==> src/rtl/rbsi_pkg.sv <==
package rbsi_pkg;

	localparam int unsigned FRAC_BITS_DEF = 16;
	localparam int unsigned IDX_W         = 3;

	localparam logic [IDX_W-1:0] REG_ORIGIN_X = 3'd0;
	localparam logic [IDX_W-1:0] REG_ORIGIN_Y = 3'd1;
	localparam logic [IDX_W-1:0] REG_ORIGIN_Z = 3'd2;
	localparam logic [IDX_W-1:0] REG_DIR_X    = 3'd3;
	localparam logic [IDX_W-1:0] REG_DIR_Y    = 3'd4;
	localparam logic [IDX_W-1:0] REG_DIR_Z    = 3'd5;
	localparam logic [IDX_W-1:0] REG_LENGTH   = 3'd6;
	localparam logic [IDX_W-1:0] REG_COLL     = 3'd7;

	localparam logic signed [31:0] S32_MAX = 32'sh7FFF_FFFF;
	localparam logic signed [31:0] S32_MIN = 32'sh8000_0000;

	typedef struct packed {
		logic signed [31:0] box_min_x;
		logic signed [31:0] box_min_y;
		logic signed [31:0] box_min_z;
		logic signed [31:0] box_max_x;
		logic signed [31:0] box_max_y;
		logic signed [31:0] box_max_z;
	} in_word_t;

	typedef struct packed {
		logic               hit;
		logic               origin_inside;
		logic signed [31:0] entry_dist;
		logic signed [31:0] hit_x;
		logic signed [31:0] hit_y;
		logic signed [31:0] hit_z;
	} out_word_t;

	// arithmetic shift right, rounding toward zero
	function automatic logic signed [79:0] trunc_shr(logic signed [79:0] p, int unsigned f);
		logic signed [79:0] bias;
		bias = (80'sd1 <<< f) - 80'sd1;
		if (p < 0) begin
			return (p + bias) >>> f;
		end
		return p >>> f;
	endfunction

	function automatic logic signed [31:0] sat_s32(logic signed [79:0] v);
		if (v > 80'(S32_MAX)) begin
			return S32_MAX;
		end
		if (v < 80'(S32_MIN)) begin
			return S32_MIN;
		end
		return v[31:0];
	endfunction

endpackage

==> src/rtl/rbsi_recip.sv <==
module rbsi_recip #(
	parameter int unsigned FRAC_BITS = rbsi_pkg::FRAC_BITS_DEF
) (
	input  logic                     clk,
	input  logic                     arst_n,
	input  logic [2:0]               recalc,
	input  logic signed [2:0][31:0]  dir,
	output logic signed [2:0][31:0]  rcp,
	output logic                     busy
);
	localparam int unsigned QW = 2 * FRAC_BITS + 1;
	localparam int unsigned CW = $clog2(QW);

	logic [2:0]               pend_q;
	logic                     run_q;
	logic [1:0]               ax_q;
	logic [CW-1:0]            cnt_q;
	logic [31:0]              rem_q;
	logic [QW-1:0]            quo_q;
	logic [31:0]              dv_q;
	logic                     neg_q;
	logic signed [2:0][31:0]  rcp_q;

	logic [1:0]   sel;
	logic [2:0]   clr;
	logic [31:0]  dsel;
	logic [31:0]  dmag;
	logic [32:0]  rs;
	logic         ge;
	logic [32:0]  rn;
	logic [QW-1:0] qf;
	logic [63:0]  q64;
	logic [31:0]  qres;

	always_comb begin
		sel = pend_q[0] ? 2'd0 : (pend_q[1] ? 2'd1 : 2'd2);
		clr = '0;
		if (!run_q && (|pend_q)) begin
			clr[sel] = 1'b1;
		end
		dsel = dir[sel];
		dmag = dsel[31] ? (~dsel + 32'd1) : dsel;
		rs   = {rem_q, (cnt_q == CW'(QW - 1))};
		ge   = rs >= {1'b0, dv_q};
		rn   = ge ? (rs - {1'b0, dv_q}) : rs;
		qf   = {quo_q[QW-2:0], ge};
		q64  = 64'(qf);
		if (!neg_q) begin
			qres = (q64 > 64'h7FFF_FFFF) ? rbsi_pkg::S32_MAX : q64[31:0];
		end else begin
			qres = (q64 > 64'h8000_0000) ? rbsi_pkg::S32_MIN : (~q64[31:0] + 32'd1);
		end
	end

	always_ff @(posedge clk or negedge arst_n) begin
		if (!arst_n) begin
			pend_q <= '0;
			run_q  <= 1'b0;
			ax_q   <= '0;
			cnt_q  <= '0;
			neg_q  <= 1'b0;
			rcp_q[0] <= 32'sd1 <<< FRAC_BITS;
			rcp_q[1] <= rbsi_pkg::S32_MAX;
			rcp_q[2] <= rbsi_pkg::S32_MAX;
		end else begin
			pend_q <= (pend_q & ~clr) | recalc;
			if (run_q) begin
				cnt_q <= cnt_q - CW'(1);
				if (cnt_q == '0) begin
					run_q      <= 1'b0;
					rcp_q[ax_q] <= qres;
				end
			end else if (|pend_q) begin
				if (dmag == '0) begin
					rcp_q[sel] <= rbsi_pkg::S32_MAX;
				end else begin
					run_q <= 1'b1;
					ax_q  <= sel;
					neg_q <= dsel[31];
					cnt_q <= CW'(QW - 1);
				end
			end
		end
	end

	always_ff @(posedge clk) begin
		if (run_q) begin
			rem_q <= rn[31:0];
			quo_q <= qf;
		end else begin
			rem_q <= '0;
			quo_q <= '0;
			dv_q  <= dmag;
		end
	end

	assign rcp  = rcp_q;
	assign busy = run_q || (|pend_q);
endmodule

==> config.mk <==
export PLATFORM = sky130hd
export DESIGN_NAME = rbsi_recip
export DESIGN_NICKNAME = d
export VERILOG_FILES = /design/src/rtl/rbsi_pkg.sv /design/src/rtl/rbsi_recip.sv
export SDC_FILE = /design/constraint.sdc
export NUM_CORES = 1
export LEC_CHECK = 0
export ABC_CLOCK_PERIOD_IN_PS = 6490
export BUFFER_PORTS_ARGS = -buffer_cell sky130_fd_sc_hd__clkbuf_2
export CAP_MARGIN = 5
export CELL_PAD_IN_SITES_DETAIL_PLACEMENT = 0
export CELL_PAD_IN_SITES_GLOBAL_PLACEMENT = 1
export CORE_UTILIZATION = 44
export CTS_CLUSTER_SIZE = 25
export DETAILED_ROUTE_END_ITERATION = 16
export PLACE_DENSITY = 0.89
export SYNTH_ARGS = -nofsm -noshare
export SYNTH_HDL_FRONTEND = slang
export SYNTH_SLANG_ARGS = --single-unit
==> constraint.sdc <==
create_clock -name clk -period 6.49 [get_ports clk]
set_input_delay 0.9735 -clock clk [delete_from_list [all_inputs] [get_ports clk]]
set_output_delay 0.9735 -clock clk [all_outputs]
set_load 0.02 [all_outputs]
# Yosys cells after proc, flatten, opt, wreduce, memory -nomap -nowiden
# Index checks and enable logic that the tools add are counted.
# word_totals
word_cells,76
latchBits,0
ram_bits,0
regBits,205
rom_bits,0
output_inout_bits,97
mem_count,0
in_bits,101
# op_classes
order_cmp,7
add_sub_neg,4
n_reduce_logical,13
bitwise_logic,10
n_shift,0
eq_ne,3
mux,28
div_mod_pow,0
mul,0
# op_table
operator,n
two-way mux 96 bit,4
two-way mux 32 bit,8
demux 32 bit (select 2 bit),2
bitwise mux 96 bit,1
OR 93 bit,1
adder 32 x 1 -> 32 bit (second input constant),2
binary-select mux 32 bit (select 2 bit),1
NOT 32 bit,2
greater-or-equal comparator 33 x 32 -> 1 bit,1
> comparator 33 x 31 -> 1 bit (second input constant),1
> comparator 33 x 32 -> 1 bit (second input constant),1
zero test 32 bit,1
subtractor 32 bit,1
two-way mux 6 bit,3
AND 3 bit,2
equality test 6 bit (second input constant),1
zero test 6 bit,1
less-than comparator 2 x 3 -> 1 bit (second input constant),2
NOT 3 bit,2
AND reduction 3 bit,2
subtractor 6 x 1 -> 6 bit (second input constant),1
two-way mux 1 bit,5
greater-or-equal comparator 2 x 1 -> 1 bit (second input constant),2
two-way mux 2 bit,2
12 further kinds,16

# Longest topological paths before layout
# depth
word_depth,11
ltp_mapped,26
depth_no_buf,22

# Least setup slack after synthesis
# Ideal clock, no wire load.
# synth_path
path_kind,reg-to-reg
start,register dv_q[22]
end,register rcp_q (netlist bit rcp[45])
t_arrival_ns,5.371
required_time_ns,6.401
synth_period_minus_slack_ns,5.461
path_stages_with_launch,25
setup_slack_ns,1.029
setup_ns,0.089
cell_sequence,edfxtp_1 inv_1 ha_1 clkbuf_1 a21o_1 a21oi_1 o211ai_1 nor4b_1 o21ai_1 a21o_1 clkbuf_1 inv_1 clkbuf_1 buf_1 ha_1 nand2b_1 or3_1 nor4_2 a41o_1 nand2_1 clkbuf_1 a211o_1 o2111ai_1 a211oi_1 a211oi_1
# synth_between
elab_chain_cells,8
word_cells_on_any_way,11
classes_between,add/sub: 1; order compare: 3; mux: 6; bitwise: 1
# synth_lines
element,line_no,source
"start, declared",rbsi_recip.sv:20,logic [31:0] dv_q;
"start signal, assigned",rbsi_recip.sv:93,dv_q <= dmag;
greater-or-equal comparator 33 x 32 -> 1 bit (*),rbsi_recip.sv:44,"ge = rs >= {1'b0, dv_q};"
NOT 32 bit,rbsi_recip.sv:51,qres = (q64 > 64'h8000_0000) ? rbsi_pkg::S32_MIN : (~q64[31:0] + 32'd1);
adder 32 x 1 -> 32 bit,rbsi_recip.sv:51,
two-way mux 32 bit,rbsi_recip.sv:51,
two-way mux 32 bit (*),rbsi_recip.sv:48,if (!neg_q) begin
bitwise mux 96 bit (*),rbsi_recip.sv:71,rcp_q[ax_q] <= qres;
two-way mux 96 bit (*),rbsi_recip.sv:69,if (cnt_q == '0) begin
two-way mux 96 bit (*),rbsi_recip.sv:67,if (run_q) begin
"end signal, assigned by index",rbsi_recip.sv:71,
"end signal, assigned by index",rbsi_recip.sv:75,rcp_q[sel] <= rbsi_pkg::S32_MAX;
"end, declared",rbsi_recip.sv:22,logic signed [2:0][31:0] rcp_q;
# Mark *: on every way between the ends. The rest lies on a longest branch, timed or not. The select of a mux whose other input is x is not followed.
# A chain may end at the register's enable or synchronous reset.

# Worst setup path in the final report
# layout_path
start,register cnt_q[0]
end,register rcp_q (netlist bit rcp[85])
# layout_between
elab_chain_cells,9
word_cells_on_any_way,15
classes_between,add/sub: 1; order compare: 3; eq/ne: 2; mux: 6; bitwise: 1; reduce/logical: 2
# layout_lines
element,line_no,source
"start, declared",rbsi_recip.sv:17,logic [CW-1:0] cnt_q;
"start signal, assigned",rbsi_recip.sv:68,cnt_q <= cnt_q - CW'(1);
"start signal, assigned",rbsi_recip.sv:80,cnt_q <= CW'(QW - 1);
equality test 6 bit,rbsi_recip.sv:43,"rs = {rem_q, (cnt_q == CW'(QW - 1))};"
greater-or-equal comparator 33 x 32 -> 1 bit,rbsi_recip.sv:44,
NOT 32 bit,rbsi_recip.sv:51,
adder 32 x 1 -> 32 bit,rbsi_recip.sv:51,
two-way mux 32 bit,rbsi_recip.sv:51,
two-way mux 32 bit,rbsi_recip.sv:48,
bitwise mux 96 bit,rbsi_recip.sv:71,
two-way mux 96 bit,rbsi_recip.sv:69,
two-way mux 96 bit,rbsi_recip.sv:67,
# Parallel ways exist; a longest one is shown, timed or not. The select of a mux whose other input is x is not followed.

==> impl_metrics.json <==
{
  "grt_start_max_net_pins": 70,
  "coreArea_sq_um": 29900,
  "ir_worst_vdd_mv": 0.206,
  "syn_area_sq_um": 13500,
  "setup_viol": 0,
  "drive_gt1_frac": 0.217,
  "grt_pass1_vias": 12000,
  "port_buffers": 197,
  "synth_edf_count": 32,
  "die_h_um": 177,
  "post-route-period-util": 0.860,
  "total_power_mw": 6.32,
  "syn_inst": 1610,
  "synth_warnings": 0,
  "cts_buffer_depth": 3,
  "clkSlewWorstSetupHoldPaths_ps": 60,
  "io_pins": 198,
  "synth.distinct_cells": 86,
  "fin_tns_setup_ps": 0,
  "end_kind": "flip-flop",
  "cellLeakagePower_nw": 6.75,
  "start_util": 0.452,
  "globalplace.congestion": 0.920,
  "status": "complete, no violations",
  "worst_ep_arrival_time_ps": 6030,
  "n_antenna_cell": 0,
  "ctsResizeCount": 0,
  "clk-insertion-delay-late_ps": 530,
  "crit_type": "flip-flop to flip-flop",
  "dp_slack_ps": 976,
  "fin_crit_ps": 5580,
  "place_area_sq_um": 14700,
  "postLayoutCellArea_sq_um": 15500,
  "antenna_found_initial": 0,
  "dp_hpwl_mm": 28.0,
  "power_density_nw_per_um2": 408,
  "rows": 63,
  "final_util": 0.519,
  "area_growth_pct": 14.9,
  "synth_seq_cells": 205,
  "timing_hold_violations_final": 0,
  "viasPerCell": 6.01,
  "drv_slew": 0,
  "fin_skew_ps": 23.9,
  "synthFlopType": "dfxtp_1",
  "grt_use_total": 0.254,
  "initialDrtViolationCount": 1324,
  "dr.pass1.iters": 5,
  "clockRootBuffer": "clkbuf_16",
  "worstSetupStartpointType": "flip-flop",
  "fin_nets": 1891,
  "rsz0062_at_grt": "false",
  "cts_tree": "built",
  "grt_pass1_wl_mm": 64.3,
  "totalWireLength_mm": 40.2,
  "cts_setup_buffers": 0,
  "die_w_um": 177,
  "grt-ovfl-total": 0,
  "die_area_sq_um": 31400,
  "ant_nets": 0,
  "cts_buffers": 23,
  "clock_sinks": 205,
  "hold_path_class": "flip-flop to flip-flop",
  "synth.net_count": 1749,
  "maxSlewHeadroom": 0.223,
  "wire_per_inst_um": 18.6,
  "cts-htree-levels": 1,
  "tightest_slew_ps": 1140,
  "synth_area_per_cell_sq_um": 8.38,
  "required_ps": 6940,
  "ys_seq_area_frac": 0.374,
  "cap_violations": 0,
  "ctsHoldBuffers": 0,
  "timing.final.ws_setup_ps": 907,
  "ys_async_sr_fraction": 0.532,
  "drc": 0,
  "cp_max_fo": 8,
  "fmax_ghz": 0.179,
  "vias": 13000
}
-- sequential cells by signal (all words and copies together) (netlist names) --
| register | flops |
|---|---|
| rcp | 96 |
| run_q | 1 |
| rem_q | 32 |
| quo_q | 32 |
| ax_q | 2 |
| dv_q | 32 |
| neg_q | 1 |
| pend_q | 3 |
| cnt_q | 6 |
-- power breakdown --
group / leakage (nW) / internal, mW / switching, mW / total [mW]
combinational: 4.40 / 1.15 / 2.14 / 3.29
clock: 0.388 / 0.849 / 0.548 / 1.40
sequential: 1.96 / 1.51 / 0.130 / 1.64
total: 6.75 / 3.50 / 2.82 / 6.32
-- cell families (layout without fill, tap and decap cells) --
| logic type | count (synthesis) | in the layout | share of synthesized area |
|---|---|---|---|
| XOR/XNOR | 55 | 55 | 0.0357 |
| adder cells (fa/ha/maj) | 38 | 38 | 0.0358 |
| multiplexers | 54 | 54 | 0.0428 |
| buffers and inverters | 179 | 338 | 0.0568 |
| AND/OR/NAND/NOR | 598 | 598 | 0.211 |
| AO/OA/AOI/OAI | 481 | 481 | 0.244 |
| flip-flops | 205 | 205 | 0.374 |
-- metal layers --
| metal | global-route usage | up-vias | wire length (um) |
|---|---|---|---|
| met3 | 0.0380 | 46 | 2980 |
| met5 | 0 | - | 0 |
| met4 | 0.0568 | 0 | 544 |
| li1 | - | 6182 | - |
| met1 | 0.376 | 6215 | 18900 |
| met2 | 0.387 | 527 | 17800 |
-- per-stage QoR --
| step | std cells | hold WS (ps) |
|---|---|---|
| after floorplan | 1610 | 436 |
| after global placement | 2117 | 442 |
| after detailed placement | 2117 | 448 |
| after CTS | 2159 | 455 |
| after global routing | 2159 | 461 |
| final | 2159 | 456 |
-- worst paths after layout --
check                           startpoint         to  slack (ps)  depth (start not counted)
worst max-delay path              cnt_q[0]    rcp[85]         910                         22
worst min-delay path             rem_q[15]  rem_q[16]         460                          2
worst max register to register    cnt_q[0]    rcp[85]         910                         22
worst min register to register   rem_q[15]  rem_q[16]         460                          2
max in group asynchronous           arst_n  pend_q[0]        4750                          2
min in group asynchronous           arst_n    rcp[12]         570                          1
-- worst max-delay path, cell delays in order, from the launching register on --
cell and delay [ps]:
dfrtp_1 370, inv_1 60, ha_1 220, nand3_1 130
ha_1 210, nor2b_1 70, o211ai_1 280, a31o_2 220
o21a_1 190, o21ai_1 250, a21o_1 250, inv_1 70
ha_1 170, nand2b_1 140, or3_1 460, nor4_2 600
a41oi_1 250, nor2_1 620, nand2_1 120, mux2i_1 270
o21ai_0 150, a32o_1 290, a21oi_1 110
-- synth_stat cells (36+ instances only) --
cell / count / area [sq um]
clkbuf_1: 74 / 278
dfstp_2: 63 / 1660
o32ai_1: 37 / 324
o21ai_0: 82 / 410
dfxtp_1: 64 / 1280
mux2i_1: 38 / 380
xnor2_1: 36 / 315
a211oi_1: 60 / 450
ha_1: 37 / 463
inv_1: 73 / 274
nand2_1: 151 / 567
a21oi_1: 110 / 551
nor2_1: 223 / 837
dfrtp_1: 46 / 1150
-- layout make-up --
cell class / count / area, sq um
clock buffer: 37 / 688
clock inverter: 5 / 118
fill: 2839 / 14400
inverter: 73 / 274
multi-input combinational: 1226 / 7700
sequential: 205 / 5050
tap: 390 / 488
timing repair buffer: 223 / 1180
-- cell usage in the layout (no fill, tap or decap), types with 23 or more instances in the layout --
| cell | netlist | layout |
|---|---|---|
| a211oi_1 | 60 | 60 |
| dfxtp_1 | 64 | 64 |
| dfstp_2 | 63 | 63 |
| clkbuf_2 | 1 | 196 |
| and2_1 | 27 | 27 |
| nand2_1 | 151 | 150 |
| xnor2_1 | 36 | 36 |
| inv_1 | 73 | 72 |
| mux2i_1 | 38 | 38 |
| nand3_1 | 35 | 35 |
| ha_1 | 37 | 37 |
| o32ai_1 | 37 | 37 |
| edfxtp_1 | 32 | 32 |
| clkbuf_16 | 0 | 23 |
| nor3_1 | 34 | 34 |
| dfrtp_1 | 46 | 44 |
| buf_4 | 8 | 27 |
| a21oi_1 | 110 | 110 |
| nor2_1 | 223 | 219 |
| o21ai_0 | 82 | 82 |
Power figures use the tool's default switching activity.
